$ cat src/ptrf_pkg.sv
`default_nettype none

package ptrf_pkg;

  localparam int unsigned CoordW  = 16;
  localparam int unsigned RegW    = 48;
  localparam int unsigned IndexW  = 3;
  localparam int unsigned FracW   = 14;
  localparam int unsigned ProdW   = 2 * CoordW;
  localparam int unsigned AccW    = ProdW + 2;
  localparam int unsigned SqW     = 2 * CoordW;
  localparam int unsigned DistW   = SqW + 2;

  typedef logic signed [CoordW-1:0] coord_t;

  typedef enum logic [IndexW-1:0] {
    REG_ROT_X   = 3'd0,
    REG_ROT_Y   = 3'd1,
    REG_ROT_Z   = 3'd2,
    REG_TRANS   = 3'd3,
    REG_CENTER  = 3'd4,
    REG_RANGE   = 3'd5
  } cfg_reg_e;

  localparam logic [RegW-1:0] RotXReset  = 48'h0000_0000_4000;
  localparam logic [RegW-1:0] RotYReset  = 48'h0000_4000_0000;
  localparam logic [RegW-1:0] RotZReset  = 48'h4000_0000_0000;
  localparam logic [CoordW-1:0] RangeReset = 16'hFFFF;
  localparam logic [SqW-1:0]    RangeSqReset = 32'hFFFE_0001;

  typedef struct packed {
    coord_t [2:0][2:0] rot;
    coord_t [2:0]      trans;
    coord_t [2:0]      ctr;
    logic [SqW-1:0]    range_sq;
  } cfg_t;

endpackage

`default_nettype wire

$ cat src/ptrf_if.sv
`default_nettype none


interface ptrf_cfg_if import ptrf_pkg::*; ();
  logic              valid;
  logic              ready;
  logic [IndexW-1:0] index;
  logic [RegW-1:0]   data;

  modport source (output valid, output index, output data, input ready);
  modport sink   (input valid, input index, input data, output ready);
endinterface

`default_nettype wire

$ cat src/ptrf_cfg.sv
`default_nettype none

module ptrf_cfg import ptrf_pkg::*; (
  input  wire        clk_i,
  input  wire        rst_ni,
  ptrf_cfg_if.sink   cfg_i,
  output cfg_t       cfg_o
);

  logic [2:0][RegW-1:0] rot_row_q;
  logic [RegW-1:0]      trans_q;
  logic [RegW-1:0]      ctr_q;
  logic [CoordW-1:0]    range_q;
  logic [SqW-1:0]       range_sq_q;
  logic [SqW-1:0]       range_sq_d;
  logic                 wr_en;

  assign cfg_i.ready = 1'b1;
  assign wr_en       = cfg_i.valid & cfg_i.ready;
  assign range_sq_d  = range_q * range_q;

  always_ff @(posedge clk_i or negedge rst_ni) begin
    if (!rst_ni) begin
      rot_row_q[0] <= RotXReset;
      rot_row_q[1] <= RotYReset;
      rot_row_q[2] <= RotZReset;
      trans_q      <= '0;
      ctr_q        <= '0;
      range_q      <= RangeReset;
      range_sq_q   <= RangeSqReset;
    end else begin
      range_sq_q <= range_sq_d;
      if (wr_en) begin
        case (cfg_i.index)
          REG_ROT_X:  rot_row_q[0] <= cfg_i.data;
          REG_ROT_Y:  rot_row_q[1] <= cfg_i.data;
          REG_ROT_Z:  rot_row_q[2] <= cfg_i.data;
          REG_TRANS:  trans_q      <= cfg_i.data;
          REG_CENTER: ctr_q        <= cfg_i.data;
          REG_RANGE:  range_q      <= cfg_i.data[CoordW-1:0];
          default: ;
        endcase
      end
    end
  end

  for (genvar i = 0; i < 3; i++) begin : g_lane
    for (genvar k = 0; k < 3; k++) begin : g_col
      assign cfg_o.rot[i][k] = rot_row_q[i][CoordW*k +: CoordW];
    end
    assign cfg_o.trans[i] = trans_q[CoordW*i +: CoordW];
    assign cfg_o.ctr[i]   = ctr_q[CoordW*i +: CoordW];
  end
  assign cfg_o.range_sq = range_sq_q;

endmodule

`default_nettype wire

$ cat src/flat_wrapper.sv
// flat-port wrapper written by rule: the top's interface ports become plain ports
module ptrf_cfg_flat import ptrf_pkg::*;
  (clk_i, rst_ni, cfg_o, cfg_i_valid, cfg_i_index, cfg_i_data, cfg_i_ready);
  ptrf_cfg_if cfg_i_i ();
  input  wire clk_i;
  input  wire rst_ni;
  output cfg_t cfg_o;
  input wire logic [$bits(cfg_i_i.valid)-1:0] cfg_i_valid;
  input wire logic [$bits(cfg_i_i.index)-1:0] cfg_i_index;
  input wire logic [$bits(cfg_i_i.data)-1:0] cfg_i_data;
  output wire logic [$bits(cfg_i_i.ready)-1:0] cfg_i_ready;
  assign cfg_i_i.valid = cfg_i_valid;
  assign cfg_i_i.index = cfg_i_index;
  assign cfg_i_i.data = cfg_i_data;
  assign cfg_i_ready = cfg_i_i.ready;
  ptrf_cfg u_core (.clk_i(clk_i), .rst_ni(rst_ni), .cfg_i(cfg_i_i), .cfg_o(cfg_o));
endmodule
$ cat config.mk
export PLATFORM = sky130hd
export DESIGN_NAME = ptrf_cfg_flat
export DESIGN_NICKNAME = d
export VERILOG_FILES = /design/src/ptrf_pkg.sv /design/src/ptrf_if.sv /design/src/ptrf_cfg.sv /design/src/flat_wrapper.sv
export SDC_FILE = /design/constraint.sdc
export NUM_CORES = 1
export LEC_CHECK = 0
export BUFFER_PORTS_ARGS = -buffer_cell sky130_fd_sc_hd__buf_4
export CAP_MARGIN = 20
export CORE_ASPECT_RATIO = 0.8
export CORE_MARGIN = 2
export CORE_UTILIZATION = 57
export DETAILED_ROUTE_END_ITERATION = 16
export MAX_ROUTING_LAYER = met4
export PLACE_DENSITY = 0.81
export SLEW_MARGIN = 20
export SYNTH_ARGS = -nofsm -noshare
export SYNTH_HDL_FRONTEND = slang
export SYNTH_SLANG_ARGS = --single-unit
$ cat constraint.sdc
create_clock -name clk_i -period 8.25 [get_ports clk_i]
set_input_delay 1.65 -clock clk_i [delete_from_list [all_inputs] [get_ports clk_i]]
set_output_delay 1.65 -clock clk_i [all_outputs]
set_load 0.005 [all_outputs]
# ---- Word-level counts from Yosys, hierarchy flattened
# Cells that the tools add are included.
dict set report totals {
  register_bits 288
  input_bits 54
  out_inout_bits 273
  elab_cells 20
}
dict set report op_classes {
  n_mul 1
  eq_ne 5
  reduce_logical 7
}
# operator n
set op_table {}
lappend op_table {{16-bit by 16-bit multiplier with 32-bit output} 1}
lappend op_table {{2-bit AND reduction} 6}
lappend op_table {{3-bit by 2-bit equality test with 1-bit output, second input constant} 2}
lappend op_table {{3-bit equality test, second input constant} 2}
lappend op_table {{3-bit by 1-bit equality test with 1-bit output, second input constant} 1}
lappend op_table {{3-bit logical NOT} 1}

# ---- Logic depth before layout (Yosys ltp)
dict set report depth {
  depth_word 2
  mapped_depth 25
  depth_no_buf 22
}

# ---- Worst setup path before layout
# No wires, ideal clock.
dict set report synth_path {
  kind {flip-flop to flip-flop}
  startpoint {register u_core.range_q[4]}
  endpoint {register u_core.range_sq_q[31]}
  setup_ns 0.075
  arrival_ns 5.805
  required_ns 8.175
  slack_ns 2.369
  stages_incl_launch_ff 22
  path_buffers 2
  period_less_slack_ns 5.881
  path_cell_list {dfstp_2 clkbuf_1 clkbuf_1 nand2_1 inv_1 fa_1 inv_1 fa_1 inv_1 fa_1 fa_1 fa_1 inv_1 fa_1 inv_1 ha_1 a21o_1 nor4b_2 o21ai_2 o31a_1 a221oi_2 xnor2_1}
}
dict set report synth_via {
  elab_chain_cells 1
}
# item line_no
set synth_lines {}
lappend synth_lines {{from (decl)} ptrf_cfg.sv:13} ;# logic [CoordW-1:0] range_q;
lappend synth_lines {{from (signal assigned)} ptrf_cfg.sv:29} ;# range_q <= RangeReset;
lappend synth_lines {{from (signal assigned)} ptrf_cfg.sv:40} ;# REG_RANGE: range_q <= cfg_i.data[CoordW-1:0];
lappend synth_lines {{16-bit by 16-bit multiplier with 32-bit output} ptrf_cfg.sv:20} ;# assign range_sq_d = range_q * range_q;
lappend synth_lines {{named net u_core.range_sq_d[31]} ptrf_cfg.sv:15} ;# logic [SqW-1:0] range_sq_d;
lappend synth_lines {{to (signal assigned)} ptrf_cfg.sv:30} ;# range_sq_q <= RangeSqReset;
lappend synth_lines {{to (signal assigned)} ptrf_cfg.sv:32} ;# range_sq_q <= range_sq_d;
lappend synth_lines {{to (decl)} ptrf_cfg.sv:14} ;# logic [SqW-1:0] range_sq_q;
# The timed path passes the listed nets, and every way through them passes these cells.
# A chain may end at the register's enable or synchronous reset.

# ---- Worst setup path in the final report
dict set report layout_path {
  startpoint {register u_core.range_q[13]}
  endpoint {register u_core.range_sq_q[26]}
}
# The elaborated chain is that of the path after synthesis.

==> results.md <==
- Worst EP required: roughly 8.7 ns
- Initial core utilization: roughly 58%
- # setup viols final: 0
- Setup crit start kind: register
- Rows: 57
- Crit. End Element: register
- Via count: about 12000
- Worst-Margin Slew: around 1 ns
- Worst path max stage delay: between 0.6 and 0.7 ns
- Number of cells produced by synthesis: 1451
- Clock buffer count from CTS: 29
- Initial DRT Pass Iterations: 5
- Average wire per standard cell: about 20 um
- Area Growth Syn to Fin: 21.4%
- Cts hold-fix bufs: 0
- Final Hold Viols: 0
- Sequential fraction of the synthesis area: about two fifths
- Fin crit share: between 70% and 80%
- Skew final: ~0.031 ns
- Syn Area/Cell: 12.2 um2
- Crit Path Class: reg2reg
- Hold slack: just under 0.5 ns
- Detail Placement HPWL: roughly 33 mm
- # DRC: 0
- Hold_sp: u_core.range_q[0]$_DFFE_PN1P_
- Die height: 162 um
- Fmax: approximately 150 MHz
- Antenna fix cells: 0
- Final TNS setup: 0 ns
- Critical path cell sequence: inv_1 -> nor2_1 -> ha_1 -> xor2_1 -> fa_1 -> inv_1 -> fa_1 -> fa_1 -> fa_1 -> inv_1 -> fa_1 -> inv_1 -> ha_1 -> a21oi_1 -> o21ai_0 -> a211oi_1 -> o21bai_1 -> a21o_1 -> a2111oi_0 -> nor2_1
- Most common cell on crit path: fa_1
- Post-synth cell types: between 50 and 60
- Synth Flop Type: dfrtp_1
- PostCTS Resize Cnt: 0
- Hold WC Path Type: reg2reg
- Synthesized cell area: about 18000 um2
- Total gr overflow: 0
- H-tree levels: 1
- Number of global-route vias before repair: approximately 13000
- Post-CTS Setup Bufs: 0
- First-pass GRT wire length: roughly 69 mm
- Slowest CP cell: dfstp_2
- Core Area: 30500 um2
- Final WL: between 40 and 50 mm
- Share of layout cells above drive strength 1: about 39%
- Number of flops mapped to enable cells by yosys: 0
- Global placer's final weighted congestion: around 0.94
- I/O pins: approximately 330
- Outcome: complete, no violations
- Yosys Warn Count: 0
- Count of nets after finishing: 2079
- Largest net degree at the start of global routing: between 100 and 150
- Hold path endpoint: u_core.range_sq_q[0]$_DFF_PN1_
- Die area: about 33000 um2
- Pins Over Slew Limit: 0
- Final ANT Viol Nets: 0
- Total GRT Usage: between 20 and 30%
- Root buffer cell: clkbuf_16
- R2R Setup Slk: 1.77 ns
- R2R cell count: 20
- Die W: around 200 um
- Clock sinks: roughly 290
- Seq cells post-synth: approximately 290
- Input/output buffers: 324
- Routed vias/inst: roughly 5.4
- Post-synthesis net count: 1769
- Clock Path Buffers: 3
- Unrepaired setup endpoints after global routing: false
- Ys async rst share: 100%
- Worst Path Buf+Inv: 4
- Reg-to-Reg End: u_core.range_sq_q[26]$_DFF_PN1_
- Delay-heaviest family, CP: adder cells
- TritonCTS clock tree: done
- Worst hold path depth: 0
- Initial antenna violation count: 0
- CP arrival: between 6 and 7 ns
- Max-cap violations: 0
- Final Critical Period: about 6.5 ns
- Clk_lat worst skew: about 0.56 ns
- Max_slew headroom: between 30% and 40%
- Reg clk slew, reported paths: 0.07 ns
- Reg-to-reg startpoint: u_core.range_q[13]$_DFFE_PN1P_
- Crit path max fanout: 15
- Initial DRC Count: 861
stage by stage:
| step | instance area, um2 | instances | utilization, % | worst slack, ns |
|---|---|---|---|---|
| final | 21600 | 2197 | 70.6 | 1.77 |
| after global placement | 20600 | 2143 | 67.4 | 2.11 |
| after CTS | 21600 | 2197 | 70.6 | 1.85 |
| after floorplan | 17800 | 1451 | - | 2.37 |
| after detailed placement | 20600 | 2143 | 67.4 | 1.87 |
| after global routing | 21600 | 2197 | 70.6 | 1.22 |
area by class of cell:
| cell class | instances | area, um2 |
|---|---|---|
| multi-input combinational | 862 | 9400 |
| timing repair buffer | 333 | 2510 |
| sequential | 287 | 7230 |
| tap | 413 | 517 |
| clock buffer | 42 | 845 |
| inverter | 248 | 931 |
| clock inverter | 12 | 135 |
| fill | 2204 | 8960 |
how the worst max path moves through the flow:
| stage | startpoint | endpoint | slack (ns) | depth (start not counted) |
|---|---|---|---|---|
| after detailed placement | u_core.range_q[13]$_DFFE_PN1P_ | u_core.range_sq_q[26]$_DFF_PN1_ | 1.87 | 20 |
| after CTS | u_core.range_q[13]$_DFFE_PN1P_ | u_core.range_sq_q[26]$_DFF_PN1_ | 1.85 | 20 |
| after global routing | u_core.range_q[5]$_DFFE_PN1P_ | u_core.range_sq_q[26]$_DFF_PN1_ | 1.22 | 21 |
| final | u_core.range_q[13]$_DFFE_PN1P_ | u_core.range_sq_q[26]$_DFF_PN1_ | 1.77 | 20 |
| after floorplan | u_core.range_q[4]$_DFFE_PN1P_ | u_core.range_sq_q[31]$_DFF_PN1_ | 2.37 | 21 |
| after global placement | u_core.range_q[10]$_DFFE_PN1P_ | u_core.range_sq_q[26]$_DFF_PN1_ | 2.11 | 18 |
cells in the final DEF, fill, tap and decap left out, types with 9 or more instances in the layout:
| cell | Yosys | final |
|---|---|---|
| inv_1 | 248 | 248 |
| clkbuf_16 | 0 | 29 |
| dfrtp_1 | 252 | 252 |
| mux2_2 | 257 | 257 |
| o21ai_0 | 15 | 15 |
| fa_1 | 162 | 162 |
| dfstp_2 | 35 | 35 |
| ha_1 | 102 | 102 |
| xnor2_1 | 28 | 28 |
| and2_1 | 35 | 35 |
| nor2_1 | 40 | 39 |
| nand2_1 | 91 | 91 |
| a21o_1 | 18 | 18 |
| xor2_1 | 9 | 9 |
| a21oi_1 | 27 | 27 |
| buf_4 | 2 | 332 |
routing by layer:
| layer | GRT usage, % | share of wire (%) | up-vias |
|---|---|---|---|
| met2 | 44.1 | 49 | 438 |
| met5 | - | 0 | - |
| met3 | 6.06 | 7.3 | 90 |
| li1 | - | - | 5271 |
| met1 | 36.6 | 41 | 6086 |
| met4 | 8.22 | 3.1 | 0 |
registers in the layout (all words and copies together), names as in the netlist:
register / flops
u_core.cfg_o: 144
u_core.ctr_q: 48
u_core.trans_q: 48
u_core.range_sq_q: 31
u_core.range_q: 16
logic make-up after synthesis:
family / after synthesis / synth area share, %
compound gates: 97 / 3.73
simple gates: 205 / 5.43
buf+inv: 302 / 6.53
xor+xnor: 37 / 1.83
fa+ha+maj: 264 / 25.5
other cells: 2 / 0.0423
mux: 257 / 16.3
flops: 287 / 40.7
synth_stat cells (2+ instances only):
library cell | instances | share of area, %
or2_2 | 3 | 0.11
mux2_2 | 257 | 16
clkbuf_1 | 38 | 0.80
o21ai_1 | 2 | 0.056
o21a_1 | 4 | 0.17
a211oi_1 | 4 | 0.17
nand4_1 | 3 | 0.11
nand3_1 | 8 | 0.23
nor3b_1 | 3 | 0.13
fa_1 | 162 | 18
buf_4 | 2 | 0.085
xnor2_1 | 28 | 1.4
and2_1 | 35 | 1.2
nor2_1 | 40 | 0.85
a211oi_2 | 2 | 0.14
a21o_1 | 18 | 0.76
nand2_1 | 91 | 1.9
xor2_1 | 9 | 0.44
conb_1 | 2 | 0.042
a21oi_1 | 27 | 0.76
dfrtp_1 | 252 | 36
buf_2 | 8 | 0.23
inv_1 | 248 | 5.2
o21bai_1 | 4 | 0.17
a31oi_1 | 4 | 0.14
a31o_2 | 2 | 0.099
ha_1 | 102 | 7.2
and3_1 | 5 | 0.18
nor2b_1 | 7 | 0.25
o21ai_0 | 15 | 0.42
buf_1 | 5 | 0.11
dfstp_2 | 35 | 5.2
nor3_1 | 3 | 0.085
Power is left out: the tool's default activity adds up to more than one toggle a clock period on the data nets, which glitch-free logic cannot reach.
